[config.mk]
export PLATFORM = sky130hd
export DESIGN_NAME = desa2_frequency_amplitude_estimator_core_flat
export DESIGN_NICKNAME = d
export VERILOG_FILES = /design/src/hw/rtl/desa2_pkg.sv /design/src/hw/rtl/desa2_if.sv /design/src/hw/rtl/desa2_sub_unit.sv /design/src/hw/rtl/desa2_frequency_amplitude_estimator_core.sv /design/src/flat_wrapper.sv
export SDC_FILE = /design/constraint.sdc
export NUM_CORES = 2
export LEC_CHECK = 0
export BUFFER_PORTS_ARGS = -buffer_cell sky130_fd_sc_hd__buf_2
export CORE_AREA = 2 2 310 389
export DETAILED_ROUTE_END_ITERATION = 10
export DIE_AREA = 0 0 312 391
export PLACE_DENSITY_LB_ADDON = 0.2
export SYNTH_ARGS = -nofsm -noshare
export SYNTH_HDL_FRONTEND = slang
export SYNTH_SLANG_ARGS = --single-unit
[constraint.sdc]
create_clock -name clk -period 9.8 [get_ports clk]
set_input_delay 0.98 -clock clk [delete_from_list [all_inputs] [get_ports clk]]
set_output_delay 0.98 -clock clk [all_outputs]
set_load 0.01 [all_outputs]
[src/hw/rtl/desa2_pkg.sv]
// Package for the DESA-2 frequency and amplitude estimator.
// Holds widths, saturation limits and the sequencer state type.
// Has no dependencies; every other file of the block uses it.
`timescale 1ns / 1ps

package desa2_pkg;

  // Sample and fixed-point format.
  localparam int SAMPLE_BITS    = 16;
  localparam int FRAC_BITS      = 16;
  localparam int ROOT_FRAC_BITS = 7;

  // Result field widths.
  localparam int FREQ_W = 32;
  localparam int AMP_W  = 40;

  // Teager-energy term accumulators, with headroom for the sums of products.
  localparam int ACC_W = 2 * SAMPLE_BITS + 4;
  // Partial remainder of the shared restoring step.
  localparam int REM_W = ACC_W + 1;
  // Radicand and root of the square root.
  localparam int SQ_W  = ACC_W + 2 * ROOT_FRAC_BITS;
  localparam int RT_W  = SQ_W / 2;
  // Fraction bits that the amplitude division produces.
  localparam int AMP_K = FRAC_BITS + ROOT_FRAC_BITS;
  // Number of products per window.
  localparam int NUM_PROD = 7;
  localparam int MCNT_W   = $clog2(NUM_PROD);
  localparam int CNT_W    = $clog2(AMP_W);

  // Saturation limits, magnitudes.
  localparam logic [FREQ_W-1:0] FREQ_POS_CAP = {1'b0, {(FREQ_W-1){1'b1}}};
  localparam logic [FREQ_W-1:0] FREQ_NEG_CAP = {1'b1, {(FREQ_W-1){1'b0}}};
  localparam logic [AMP_W-1:0]  AMP_POS_CAP  = {1'b0, {(AMP_W-1){1'b1}}};
  localparam logic [AMP_W-1:0]  AMP_NEG_CAP  = {1'b1, {(AMP_W-1){1'b0}}};

  // Sequencer states.
  typedef enum logic [3:0] {
    ST_IDLE,
    ST_MUL,
    ST_TERM,
    ST_SQRT,
    ST_AINIT,
    ST_ADIV,
    ST_FINIT,
    ST_FDIV,
    ST_FIN
  } state_t;

endpackage

[src/hw/rtl/desa2_if.sv]
// Valid/ready channel interfaces for the estimator's sample and result streams.
// Depends on desa2_pkg for the payload widths.
`timescale 1ns / 1ps

interface desa2_in_if;
  logic                                     valid;
  logic                                     ready;
  logic signed [desa2_pkg::SAMPLE_BITS-1:0] sample;

  modport source (output valid, output sample, input ready);
  modport sink   (input valid, input sample, output ready);
endinterface

interface desa2_out_if;
  logic                                valid;
  logic                                ready;
  logic signed [desa2_pkg::FREQ_W-1:0] freq_ratio;
  logic signed [desa2_pkg::AMP_W-1:0]  amplitude;
  logic                                div_zero;
  logic                                bad_energy;

  modport source (output valid, output freq_ratio, output amplitude,
                  output div_zero, output bad_energy, input ready);
  modport sink   (input valid, input freq_ratio, input amplitude,
                  input div_zero, input bad_energy, output ready);
endinterface

[src/hw/rtl/desa2_sub_unit.sv]
// Shared compare-and-subtract unit used by every square root and division step.
// Depends on desa2_pkg for the remainder width.
`timescale 1ns / 1ps

module desa2_sub_unit (
  input  logic [desa2_pkg::REM_W-1:0] a,
  input  logic [desa2_pkg::REM_W-1:0] b,
  output logic [desa2_pkg::REM_W-1:0] diff,
  output logic                        ge
);

  logic [desa2_pkg::REM_W:0] wide;

  // One extra bit catches the borrow: no borrow means a >= b.
  assign wide = {1'b0, a} - {1'b0, b};
  assign ge   = ~wide[desa2_pkg::REM_W];
  assign diff = wide[desa2_pkg::REM_W-1:0];

endmodule

[src/hw/rtl/desa2_frequency_amplitude_estimator_core.sv]
// Top level of the DESA-2 frequency and amplitude estimator.
// Depends on desa2_pkg, desa2_if.sv and desa2_sub_unit.
//
// Usage:
//   Each transfer on in_chan carries one signed sample. The sample completes a
//   five-sample window with the four previous samples held in a delay line,
//   and produces exactly one transfer on out_chan: freq_ratio (n/d, Q16.16),
//   amplitude (2*PSI_X/sqrt(PSI_Y), Q24.16), div_zero and bad_energy.
//   in_chan.ready is high only while the sequencer is idle. From the sample
//   transfer to a valid result, the sequencer forms seven products on the
//   shared multiplier, then takes 25 root steps, 40 amplitude division steps
//   and 32 frequency division steps, all on one shared subtractor, plus setup
//   states; a zero denominator or bad energy skips the steps that need it. A
//   quotient found to saturate skips its steps. The next sample can be taken
//   once the sequencer is back in idle after the result is loaded.
//   The result sits in an output register; a new sample is accepted while
//   it waits, and if the receiver stalls long enough the sequencer holds in
//   its final state until the register frees.
//   Reset (rst_n low at a clock edge) clears the delay line to zero, drops
//   out_chan.valid and returns the sequencer to idle.
`timescale 1ns / 1ps

module desa2_frequency_amplitude_estimator_core (
  input  logic         clk,
  input  logic         rst_n,
  desa2_in_if.sink     in_chan,
  desa2_out_if.source  out_chan
);

  localparam int SB    = desa2_pkg::SAMPLE_BITS;
  localparam int ACC_W = desa2_pkg::ACC_W;
  localparam int REM_W = desa2_pkg::REM_W;
  localparam int SQ_W  = desa2_pkg::SQ_W;
  localparam int RT_W  = desa2_pkg::RT_W;
  localparam int AMP_W = desa2_pkg::AMP_W;
  localparam int FQ_W  = desa2_pkg::FREQ_W;
  localparam int CNT_W = desa2_pkg::CNT_W;
  localparam int MC_W  = desa2_pkg::MCNT_W;

  desa2_pkg::state_t state_r, state_nxt;

  // Delay line and current sample.
  logic signed [SB-1:0] win_r [4];
  logic signed [SB-1:0] win_nxt [4];
  logic signed [SB-1:0] x4_r, x4_nxt;

  // Term accumulators.
  logic [MC_W-1:0]         mcnt_r, mcnt_nxt;
  logic signed [ACC_W-1:0] dd_r, dd_nxt, psx_r, psx_nxt, e_r, e_nxt;

  // Per-item results of the term setup.
  logic             dz_r, dz_nxt, be_r, be_nxt, negf_r, negf_nxt, nega_r, nega_nxt;
  logic [ACC_W-1:0] magn_r, magn_nxt, maga_r, maga_nxt, magd_r, magd_nxt;

  // Shared iteration registers.
  logic [SQ_W-1:0]  sqv_r, sqv_nxt;
  logic [RT_W-1:0]  root_r, root_nxt;
  logic [REM_W-1:0] rem_r, rem_nxt;
  logic [ACC_W-1:0] divs_r, divs_nxt;
  logic [AMP_W-1:0] q_r, q_nxt, low_r, low_nxt;
  logic [CNT_W-1:0] cnt_r, cnt_nxt;
  logic             sat_r, sat_nxt;
  logic [AMP_W-1:0] ampres_r, ampres_nxt;

  // Output register.
  logic                    oval_r, oval_nxt;
  logic signed [FQ_W-1:0]  ofreq_r, ofreq_nxt;
  logic signed [AMP_W-1:0] oamp_r, oamp_nxt;
  logic                    odz_r, odz_nxt, obe_r, obe_nxt;

  logic in_xfer, out_free;

  // Multiplier operands and product.
  logic signed [SB-1:0]    ma, mb;
  logic signed [2*SB-1:0]  prod;
  logic signed [ACC_W-1:0] prod_ext;

  // Term setup values.
  logic signed [ACC_W-1:0] n_c, psy_c;

  // Division setup values.
  logic [ACC_W+AMP_W-1:0] wide_a;
  logic [ACC_W+FQ_W-1:0]  wide_f;

  // Shared unit ports.
  logic [REM_W-1:0] sub_a, sub_b, sub_diff;
  logic             sub_ge;

  // Result formatting.
  logic [FQ_W-1:0]  capf, magf, freq_c;
  logic [AMP_W-1:0] capa, maga_q, amp_c;

  assign in_chan.ready = (state_r == desa2_pkg::ST_IDLE);
  assign in_xfer       = in_chan.valid & in_chan.ready;
  assign out_free      = ~oval_r | out_chan.ready;

  assign out_chan.valid      = oval_r;
  assign out_chan.freq_ratio = ofreq_r;
  assign out_chan.amplitude  = oamp_r;
  assign out_chan.div_zero   = odz_r;
  assign out_chan.bad_energy = obe_r;

  // Shared compare-and-subtract unit.
  desa2_sub_unit u_sub (
    .a    (sub_a),
    .b    (sub_b),
    .diff (sub_diff),
    .ge   (sub_ge)
  );

  // Operand selection for the shared multiplier, one product per cycle.
  always_comb begin
    case (mcnt_r)
      3'd0:    begin ma = win_r[2]; mb = win_r[2]; end
      3'd1:    begin ma = win_r[1]; mb = win_r[3]; end
      3'd2:    begin ma = win_r[0]; mb = x4_r;     end
      3'd3:    begin ma = win_r[1]; mb = win_r[1]; end
      3'd4:    begin ma = win_r[0]; mb = win_r[2]; end
      3'd5:    begin ma = win_r[3]; mb = win_r[3]; end
      3'd6:    begin ma = win_r[2]; mb = x4_r;     end
      default: begin ma = '0;       mb = '0;       end
    endcase
  end

  assign prod     = ma * mb;
  assign prod_ext = ACC_W'(prod);

  // Setup values for the terms and the two divisions.
  assign n_c    = psx_r - e_r;
  assign psy_c  = e_r + psx_r;
  assign wide_a = {maga_r, {AMP_W{1'b0}}} >> (AMP_W - desa2_pkg::AMP_K);
  assign wide_f = {magn_r, {FQ_W{1'b0}}} >> (FQ_W - desa2_pkg::FRAC_BITS);

  // Saturated, signed results.
  always_comb begin
    capf   = negf_r ? desa2_pkg::FREQ_NEG_CAP : desa2_pkg::FREQ_POS_CAP;
    magf   = (sat_r || (q_r[FQ_W-1:0] > capf)) ? capf : q_r[FQ_W-1:0];
    freq_c = dz_r ? '0 : (negf_r ? (~magf + 1'b1) : magf);
    capa   = nega_r ? desa2_pkg::AMP_NEG_CAP : desa2_pkg::AMP_POS_CAP;
    maga_q = (sat_r || (q_r > capa)) ? capa : q_r;
    amp_c  = be_r ? '0 : (nega_r ? (~maga_q + 1'b1) : maga_q);
  end

  // Next state.
  always_comb begin
    state_nxt = state_r;
    case (state_r)
      desa2_pkg::ST_IDLE:  if (in_xfer) state_nxt = desa2_pkg::ST_MUL;
      desa2_pkg::ST_MUL:   if (mcnt_r == MC_W'(desa2_pkg::NUM_PROD - 1))
                             state_nxt = desa2_pkg::ST_TERM;
      desa2_pkg::ST_TERM:  state_nxt = (psy_c > 0) ? desa2_pkg::ST_SQRT
                                                   : desa2_pkg::ST_FINIT;
      desa2_pkg::ST_SQRT:  if (cnt_r == CNT_W'(RT_W - 1)) state_nxt = desa2_pkg::ST_AINIT;
      desa2_pkg::ST_AINIT: state_nxt = sub_ge ? desa2_pkg::ST_FINIT : desa2_pkg::ST_ADIV;
      desa2_pkg::ST_ADIV:  if (cnt_r == CNT_W'(AMP_W - 1)) state_nxt = desa2_pkg::ST_FINIT;
      desa2_pkg::ST_FINIT: begin
        if (dz_r || sub_ge) state_nxt = desa2_pkg::ST_FIN;
        else                state_nxt = desa2_pkg::ST_FDIV;
      end
      desa2_pkg::ST_FDIV:  if (cnt_r == CNT_W'(FQ_W - 1)) state_nxt = desa2_pkg::ST_FIN;
      desa2_pkg::ST_FIN:   if (out_free) state_nxt = desa2_pkg::ST_IDLE;
      default:             state_nxt = desa2_pkg::ST_IDLE;
    endcase
  end

  // Datapath and outputs.
  always_comb begin
    win_nxt    = win_r;
    x4_nxt     = x4_r;
    mcnt_nxt   = mcnt_r;
    dd_nxt     = dd_r;
    psx_nxt    = psx_r;
    e_nxt      = e_r;
    dz_nxt     = dz_r;
    be_nxt     = be_r;
    negf_nxt   = negf_r;
    nega_nxt   = nega_r;
    magn_nxt   = magn_r;
    maga_nxt   = maga_r;
    magd_nxt   = magd_r;
    sqv_nxt    = sqv_r;
    root_nxt   = root_r;
    rem_nxt    = rem_r;
    divs_nxt   = divs_r;
    q_nxt      = q_r;
    low_nxt    = low_r;
    cnt_nxt    = cnt_r;
    sat_nxt    = sat_r;
    ampres_nxt = ampres_r;
    oval_nxt   = oval_r;
    ofreq_nxt  = ofreq_r;
    oamp_nxt   = oamp_r;
    odz_nxt    = odz_r;
    obe_nxt    = obe_r;
    sub_a      = '0;
    sub_b      = '0;

    // The receiver takes the waiting result.
    if (oval_r && out_chan.ready) oval_nxt = 1'b0;

    case (state_r)
      desa2_pkg::ST_IDLE: begin
        if (in_xfer) begin
          x4_nxt   = in_chan.sample;
          mcnt_nxt = '0;
          dd_nxt   = '0;
          psx_nxt  = '0;
          e_nxt    = '0;
        end
      end

      // Accumulate one product into the terms it belongs to.
      desa2_pkg::ST_MUL: begin
        mcnt_nxt = mcnt_r + 1'b1;
        case (mcnt_r)
          3'd0:    begin dd_nxt = dd_r + prod_ext; psx_nxt = psx_r + prod_ext; end
          3'd1:    dd_nxt  = dd_r - prod_ext;
          3'd2:    psx_nxt = psx_r - prod_ext;
          3'd3:    e_nxt   = e_r + prod_ext;
          3'd4:    e_nxt   = e_r - prod_ext;
          3'd5:    e_nxt   = e_r + prod_ext;
          3'd6:    e_nxt   = e_r - prod_ext;
          default: ;
        endcase
      end

      // Form n and PSI_Y, the flags and the magnitudes, and shift the window.
      desa2_pkg::ST_TERM: begin
        dz_nxt   = (dd_r == '0);
        be_nxt   = ~(psy_c > 0);
        negf_nxt = n_c[ACC_W-1] ^ dd_r[ACC_W-1];
        nega_nxt = psx_r[ACC_W-1];
        magn_nxt = n_c[ACC_W-1] ? ACC_W'(-n_c) : ACC_W'(n_c);
        maga_nxt = (psx_r[ACC_W-1] ? ACC_W'(-psx_r) : ACC_W'(psx_r)) << 1;
        magd_nxt = (dd_r[ACC_W-1] ? ACC_W'(-dd_r) : ACC_W'(dd_r)) << 1;
        sqv_nxt  = {psy_c, {(2 * desa2_pkg::ROOT_FRAC_BITS){1'b0}}};
        root_nxt = '0;
        rem_nxt  = '0;
        cnt_nxt  = '0;
        win_nxt[0] = win_r[1];
        win_nxt[1] = win_r[2];
        win_nxt[2] = win_r[3];
        win_nxt[3] = x4_r;
      end

      // One root digit per cycle.
      desa2_pkg::ST_SQRT: begin
        sub_a   = {rem_r[REM_W-3:0], sqv_r[SQ_W-1 -: 2]};
        sub_b   = {{(REM_W-RT_W-2){1'b0}}, root_r, 2'b01};
        sqv_nxt = sqv_r << 2;
        cnt_nxt = cnt_r + 1'b1;
        if (sub_ge) begin
          rem_nxt  = sub_diff;
          root_nxt = {root_r[RT_W-2:0], 1'b1};
        end else begin
          rem_nxt  = sub_a;
          root_nxt = {root_r[RT_W-2:0], 1'b0};
        end
      end

      // Amplitude division setup; a too-large leading part saturates.
      desa2_pkg::ST_AINIT: begin
        sub_a    = {1'b0, wide_a[ACC_W+AMP_W-1:AMP_W]};
        sub_b    = {{(REM_W-RT_W){1'b0}}, root_r};
        divs_nxt = {{(ACC_W-RT_W){1'b0}}, root_r};
        rem_nxt  = sub_a;
        low_nxt  = wide_a[AMP_W-1:0];
        q_nxt    = '0;
        cnt_nxt  = '0;
        sat_nxt  = sub_ge;
      end

      // Restoring division, one quotient bit per cycle.
      desa2_pkg::ST_ADIV, desa2_pkg::ST_FDIV: begin
        sub_a   = {rem_r[REM_W-2:0], low_r[AMP_W-1]};
        sub_b   = {1'b0, divs_r};
        low_nxt = low_r << 1;
        q_nxt   = {q_r[AMP_W-2:0], sub_ge};
        rem_nxt = sub_ge ? sub_diff : sub_a;
        cnt_nxt = cnt_r + 1'b1;
      end

      // Latch the amplitude, then set up the frequency division.
      desa2_pkg::ST_FINIT: begin
        ampres_nxt = amp_c;
        sub_a      = {1'b0, wide_f[ACC_W+FQ_W-1:FQ_W]};
        sub_b      = {1'b0, magd_r};
        divs_nxt   = magd_r;
        rem_nxt    = sub_a;
        low_nxt    = {wide_f[FQ_W-1:0], {(AMP_W-FQ_W){1'b0}}};
        q_nxt      = '0;
        cnt_nxt    = '0;
        sat_nxt    = sub_ge;
      end

      // Load the output register once it is free.
      desa2_pkg::ST_FIN: begin
        if (out_free) begin
          oval_nxt  = 1'b1;
          ofreq_nxt = freq_c;
          oamp_nxt  = ampres_r;
          odz_nxt   = dz_r;
          obe_nxt   = be_r;
        end
      end

      default: ;
    endcase
  end

  // Control state and delay line take reset; payload registers do not.
  always_ff @(posedge clk) begin
    if (!rst_n) begin
      state_r <= desa2_pkg::ST_IDLE;
      oval_r  <= 1'b0;
      for (int i = 0; i < 4; i++) win_r[i] <= '0;
    end else begin
      state_r <= state_nxt;
      oval_r  <= oval_nxt;
      win_r   <= win_nxt;
    end
  end

  always_ff @(posedge clk) begin
    x4_r     <= x4_nxt;
    mcnt_r   <= mcnt_nxt;
    dd_r     <= dd_nxt;
    psx_r    <= psx_nxt;
    e_r      <= e_nxt;
    dz_r     <= dz_nxt;
    be_r     <= be_nxt;
    negf_r   <= negf_nxt;
    nega_r   <= nega_nxt;
    magn_r   <= magn_nxt;
    maga_r   <= maga_nxt;
    magd_r   <= magd_nxt;
    sqv_r    <= sqv_nxt;
    root_r   <= root_nxt;
    rem_r    <= rem_nxt;
    divs_r   <= divs_nxt;
    q_r      <= q_nxt;
    low_r    <= low_nxt;
    cnt_r    <= cnt_nxt;
    sat_r    <= sat_nxt;
    ampres_r <= ampres_nxt;
    ofreq_r  <= ofreq_nxt;
    oamp_r   <= oamp_nxt;
    odz_r    <= odz_nxt;
    obe_r    <= obe_nxt;
  end

endmodule

[src/flat_wrapper.sv]
// flat-port wrapper written by rule: the top's interface ports become plain ports
module desa2_frequency_amplitude_estimator_core_flat 
  (clk, rst_n, in_chan_valid, in_chan_sample, in_chan_ready, out_chan_valid, out_chan_freq_ratio, out_chan_amplitude, out_chan_div_zero, out_chan_bad_energy, out_chan_ready);
  desa2_in_if in_chan_i ();
  desa2_out_if out_chan_i ();
  input  logic clk;
  input  logic rst_n;
  input wire logic [$bits(in_chan_i.valid)-1:0] in_chan_valid;
  input wire logic [$bits(in_chan_i.sample)-1:0] in_chan_sample;
  output wire logic [$bits(in_chan_i.ready)-1:0] in_chan_ready;
  output wire logic [$bits(out_chan_i.valid)-1:0] out_chan_valid;
  output wire logic [$bits(out_chan_i.freq_ratio)-1:0] out_chan_freq_ratio;
  output wire logic [$bits(out_chan_i.amplitude)-1:0] out_chan_amplitude;
  output wire logic [$bits(out_chan_i.div_zero)-1:0] out_chan_div_zero;
  output wire logic [$bits(out_chan_i.bad_energy)-1:0] out_chan_bad_energy;
  input wire logic [$bits(out_chan_i.ready)-1:0] out_chan_ready;
  assign in_chan_i.valid = in_chan_valid;
  assign in_chan_i.sample = in_chan_sample;
  assign in_chan_ready = in_chan_i.ready;
  assign out_chan_valid = out_chan_i.valid;
  assign out_chan_freq_ratio = out_chan_i.freq_ratio;
  assign out_chan_amplitude = out_chan_i.amplitude;
  assign out_chan_div_zero = out_chan_i.div_zero;
  assign out_chan_bad_energy = out_chan_i.bad_energy;
  assign out_chan_i.ready = out_chan_ready;
  desa2_frequency_amplitude_estimator_core u_core (.clk(clk), .rst_n(rst_n), .in_chan(in_chan_i), .out_chan(out_chan_i));
endmodule
==> results_dict.tcl <==
set metrics [dict create \
    pre_cts_ws_ns -0.812 \
    gr-total-overflow 0 \
    cts_root_buf "clkbuf_16" \
    synth-xor-area-share_pct 6.74 \
    diodes 0 \
    period_share_pct 103 \
    htree_levels 3 \
    place_area_mm2 0.0590 \
    port_buffers 95 \
    synth_top_flop_cell "edfxtp_1" \
    maxSlewViolCount 0 \
    routed_wl_um 162000 \
    synth_top_area_cell "edfxtp_1" \
    ant_nets 0 \
    hpwl_um 126000 \
    cts.clk_slew.worst_paths_ns 0.06 \
    die_y_um 391 \
    maxCapViolCount 0 \
    ys_seq_area_share_pct 33.7 \
    period_needed_ns 10.09 \
    start_util_pct 44.6 \
    path_class "reg2reg" \
    layout-drive-gt1-share_pct 17.7 \
    cp_common_cell "buf_4" \
    design_area_mm2 0.0628 \
    grt_use_met1_pct 28.4 \
    core_area_mm2 0.119 \
    syn_to_final_growth_pct 18.8 \
    timing.fmax_mhz 99.1 \
    synth_edf_count 547 \
    ys_ff_latch 616 \
    gp_congestion 0.965 \
    skew_ns 0.0649 \
    cts_buffers 69 \
    postLayoutSetupSlackWorst_ns -0.290 \
    numClockSinks 616 \
    firstDrtPassIters 7 \
    synthSimpleGateAreaFrac_pct 16.8 \
    cp_top_family "adder cells" \
    r2r_cells 42 \
    yosysWarnings 0 \
    antenna_found_initial 0 \
    outcome "complete, but fails checks" \
    syn_nets 6460 \
    cp-end-kind "register" \
    fin_nets 6995 \
    synth_cell_types 98 \
    critical_path.max_fanout 6 \
    synth.cell_area_mm2 0.0529 \
    busiest_layer "met2" \
    holdWs_ns 0.417 \
    path_buf_inv 11 \
    reg2reg_slack_ns -0.29 \
    die-width_um 312 \
    worstPathRequired_ns 10.18 \
    cp-start-kind "register" \
    fill_cells 11000 \
    tightest_slew_ns 1.14 \
    track_usage_pct 26.5 \
    vias 44800 \
    synth_top_family_by_area "adder cells" \
    critical-path-max-stage-delay_ns 0.57 \
    relSlewSlack_pct 24.1 \
    r2r-start "u_core.mcnt_r[0]$_SDFFCE_PN0P_" \
    setup_viol 12 \
    detail_route.wl_per_cell_um 20.4 \
    cts_tree "built" \
    rsz0062_at_grt "yes" \
    grt_max_degree 108 \
    insertion_delay_ns 0.69 \
    failed_checks "setup timing" \
    final_util_pct 52.9 \
    drt_iter0_drc 3043 \
    worstHoldStart "u_core.ampres_r[36]$_SDFFCE_PP0P_" \
    hold_violations 0 \
    hold_depth 0 \
    met3_usage_pct 2.64 \
    yosysTopAreaCellShare_pct 31.1 \
    pin_count 96 \
    synth-adder-area-share_pct 19.1 \
    rr_endpoint "u_core.dd_r[31]$_SDFFCE_PN0P_" \
    synthTopCellsByArea "edfxtp_1 31%, fa_1 10%, ha_1 8.9%" \
    postSynthAreaPerCell_um2 9.13 \
    cp.arrival_ns 10.47 \
    synth_compound_area_share_pct 17.8 \
    vias_per_cell 5.62 \
    hold_path.class "reg2reg" \
    synthArstFlopShare_pct 0 \
    grt_pass1_wl_um 254000 \
    cts_buffer_depth 3 \
    rows 142 \
    hold_end "u_core.out_chan.amplitude[36]$_DFFE_PP_" \
    grtUsageMet2_pct 50.7 \
    cpMaxStageDelayCell "fa_2" \
    drc 0 \
    grt_pass1_vias 45800 \
    synth_cells 5794 \
    die_area_mm2 0.122 \
    synthMuxAreaShare_pct 0.374 \
]
## cell families (layout without fill, tap and decap cells)
logic type                 after synthesis  in the layout
xor gates and xnor gates               406            406
and+or+nand+nor                       1923           1923
muxes                                   19             21
DFF                                    616            616
AOI/OAI and AO/OA                     1421           1421
buffers and inverters                  763           1350
adders and majority gates              646            646
## synth_stat cells, drive strengths merged, types with 90 or more instances
library cell / number
xor2: 99
nand3: 90
fa: 268
nand2: 639
nor3: 98
nor2b: 90
o21ai: 319
clkbuf: 236
a21oi: 357
xnor2: 307
nor2: 595
edfxtp: 547
a21o: 111
inv: 489
ha: 378
## worst max path at each step
stage | from | end | cells past startpoint
floorplan | u_core.mcnt_r[0]$_SDFFCE_PN0P_ | u_core.dd_r[35]$_SDFFCE_PN0P_ | 45
global placement | u_core.mcnt_r[0]$_SDFFCE_PN0P_ | u_core.e_r[34]$_SDFFCE_PN0P_ | 42
detailed placement | u_core.mcnt_r[0]$_SDFFCE_PN0P_ | u_core.e_r[34]$_SDFFCE_PN0P_ | 40
CTS | u_core.mcnt_r[0]$_SDFFCE_PN0P_ | u_core.e_r[34]$_SDFFCE_PN0P_ | 40
global route | u_core.mcnt_r[0]$_SDFFCE_PN0P_ | u_core.dd_r[35]$_SDFFCE_PN0P_ | 46
finish | u_core.mcnt_r[0]$_SDFFCE_PN0P_ | u_core.dd_r[31]$_SDFFCE_PN0P_ | 42
## state kept, by name, summed over array words and instances (netlist names), 3 cells and up
name,flops
u_core.low_r,16
u_core.sqv_r,36
u_core.win_r,64
u_core.state_r,4
u_core.q_r,40
u_core.mcnt_r,3
u_core.ampres_r,40
u_core.psx_r,36
u_core.dd_r,36
u_core.maga_r,35
u_core.magn_r,36
u_core.rem_r,36
u_core.x4_r,16
u_core.root_r,25
u_core.e_r,36
u_core.out_chan.freq_ratio,32
u_core.out_chan.amplitude,40
u_core.divs_r,36
u_core.magd_r,35
u_core.cnt_r,6
## metal layers
metal | vias to the layer above | routed length, um
met5 | - | 0
met4 | 0 | 9420
met3 | 422 | 5840
met2 | 1155 | 86100
met1 | 21700 | 61000
li1 | 21500 | -
## through the flow
step                      std cells  setup TNS, ns
final                          7967          -2.15
after global routing           7967         -14.10
after CTS                      7958          -1.89
after detailed placement       7767         -12.38
after global placement         7767          -8.58
after floorplan                5794         -0.710
## repair_timing
item / CTS / global route
pin swaps: 98 / 35
gates resized for setup: 157 / 63
buffers inserted: 63 / 8
setup endpoints to repair: 41 / 46
cloned: 3 / 0
hold buffers: 0 / 0
## cell type report
cell class,instances,area [um^2],area share (%)
multi-input cells,4417,33300,53.1
flip-flops and latches,616,17800,28.3
repair buffers,734,5480,8.73
well taps,1584,1980,3.15
clock buffers,86,1860,2.96
inverters,491,1850,2.95
clock inverters,39,503,0.800
## cell usage in the layout (no fill, tap or decap), types with 21 or more instances in the layout
master / netlist / final
a22oi_1: 56 / 45
a21boi_0: 69 / 69
dfxtp_1: 69 / 69
clkbuf_16: 0 / 71
ha_1: 378 / 362
a21oi_2: 1 / 21
a31oi_1: 33 / 28
nand2_1: 639 / 631
nand3_1: 89 / 81
xor2_1: 99 / 97
nand4_1: 38 / 38
inv_1: 489 / 478
edfxtp_1: 547 / 547
o31ai_1: 52 / 46
o21a_1: 42 / 42
nand2b_1: 62 / 60
and2_1: 56 / 41
or4_1: 25 / 22
or3_1: 48 / 47
fa_1: 268 / 263
o21ai_1: 6 / 33
nor2b_1: 90 / 88
buf_2: 9 / 95
a21o_1: 111 / 111
o21ai_0: 313 / 275
a222oi_1: 23 / 23
a211oi_1: 50 / 46
xnor2_1: 306 / 303
nor2_1: 595 / 580
a221oi_1: 31 / 29
buf_4: 0 / 610
and3_1: 64 / 54
nor4_1: 32 / 26
or2_2: 43 / 42
nor3_1: 96 / 91
a22o_1: 52 / 47
o21bai_1: 40 / 39
a21oi_1: 356 / 334
a221o_1: 27 / 27
Power is left out: the tool's default activity adds up to more than one toggle a clock period on the data nets, which glitch-free logic cannot reach.
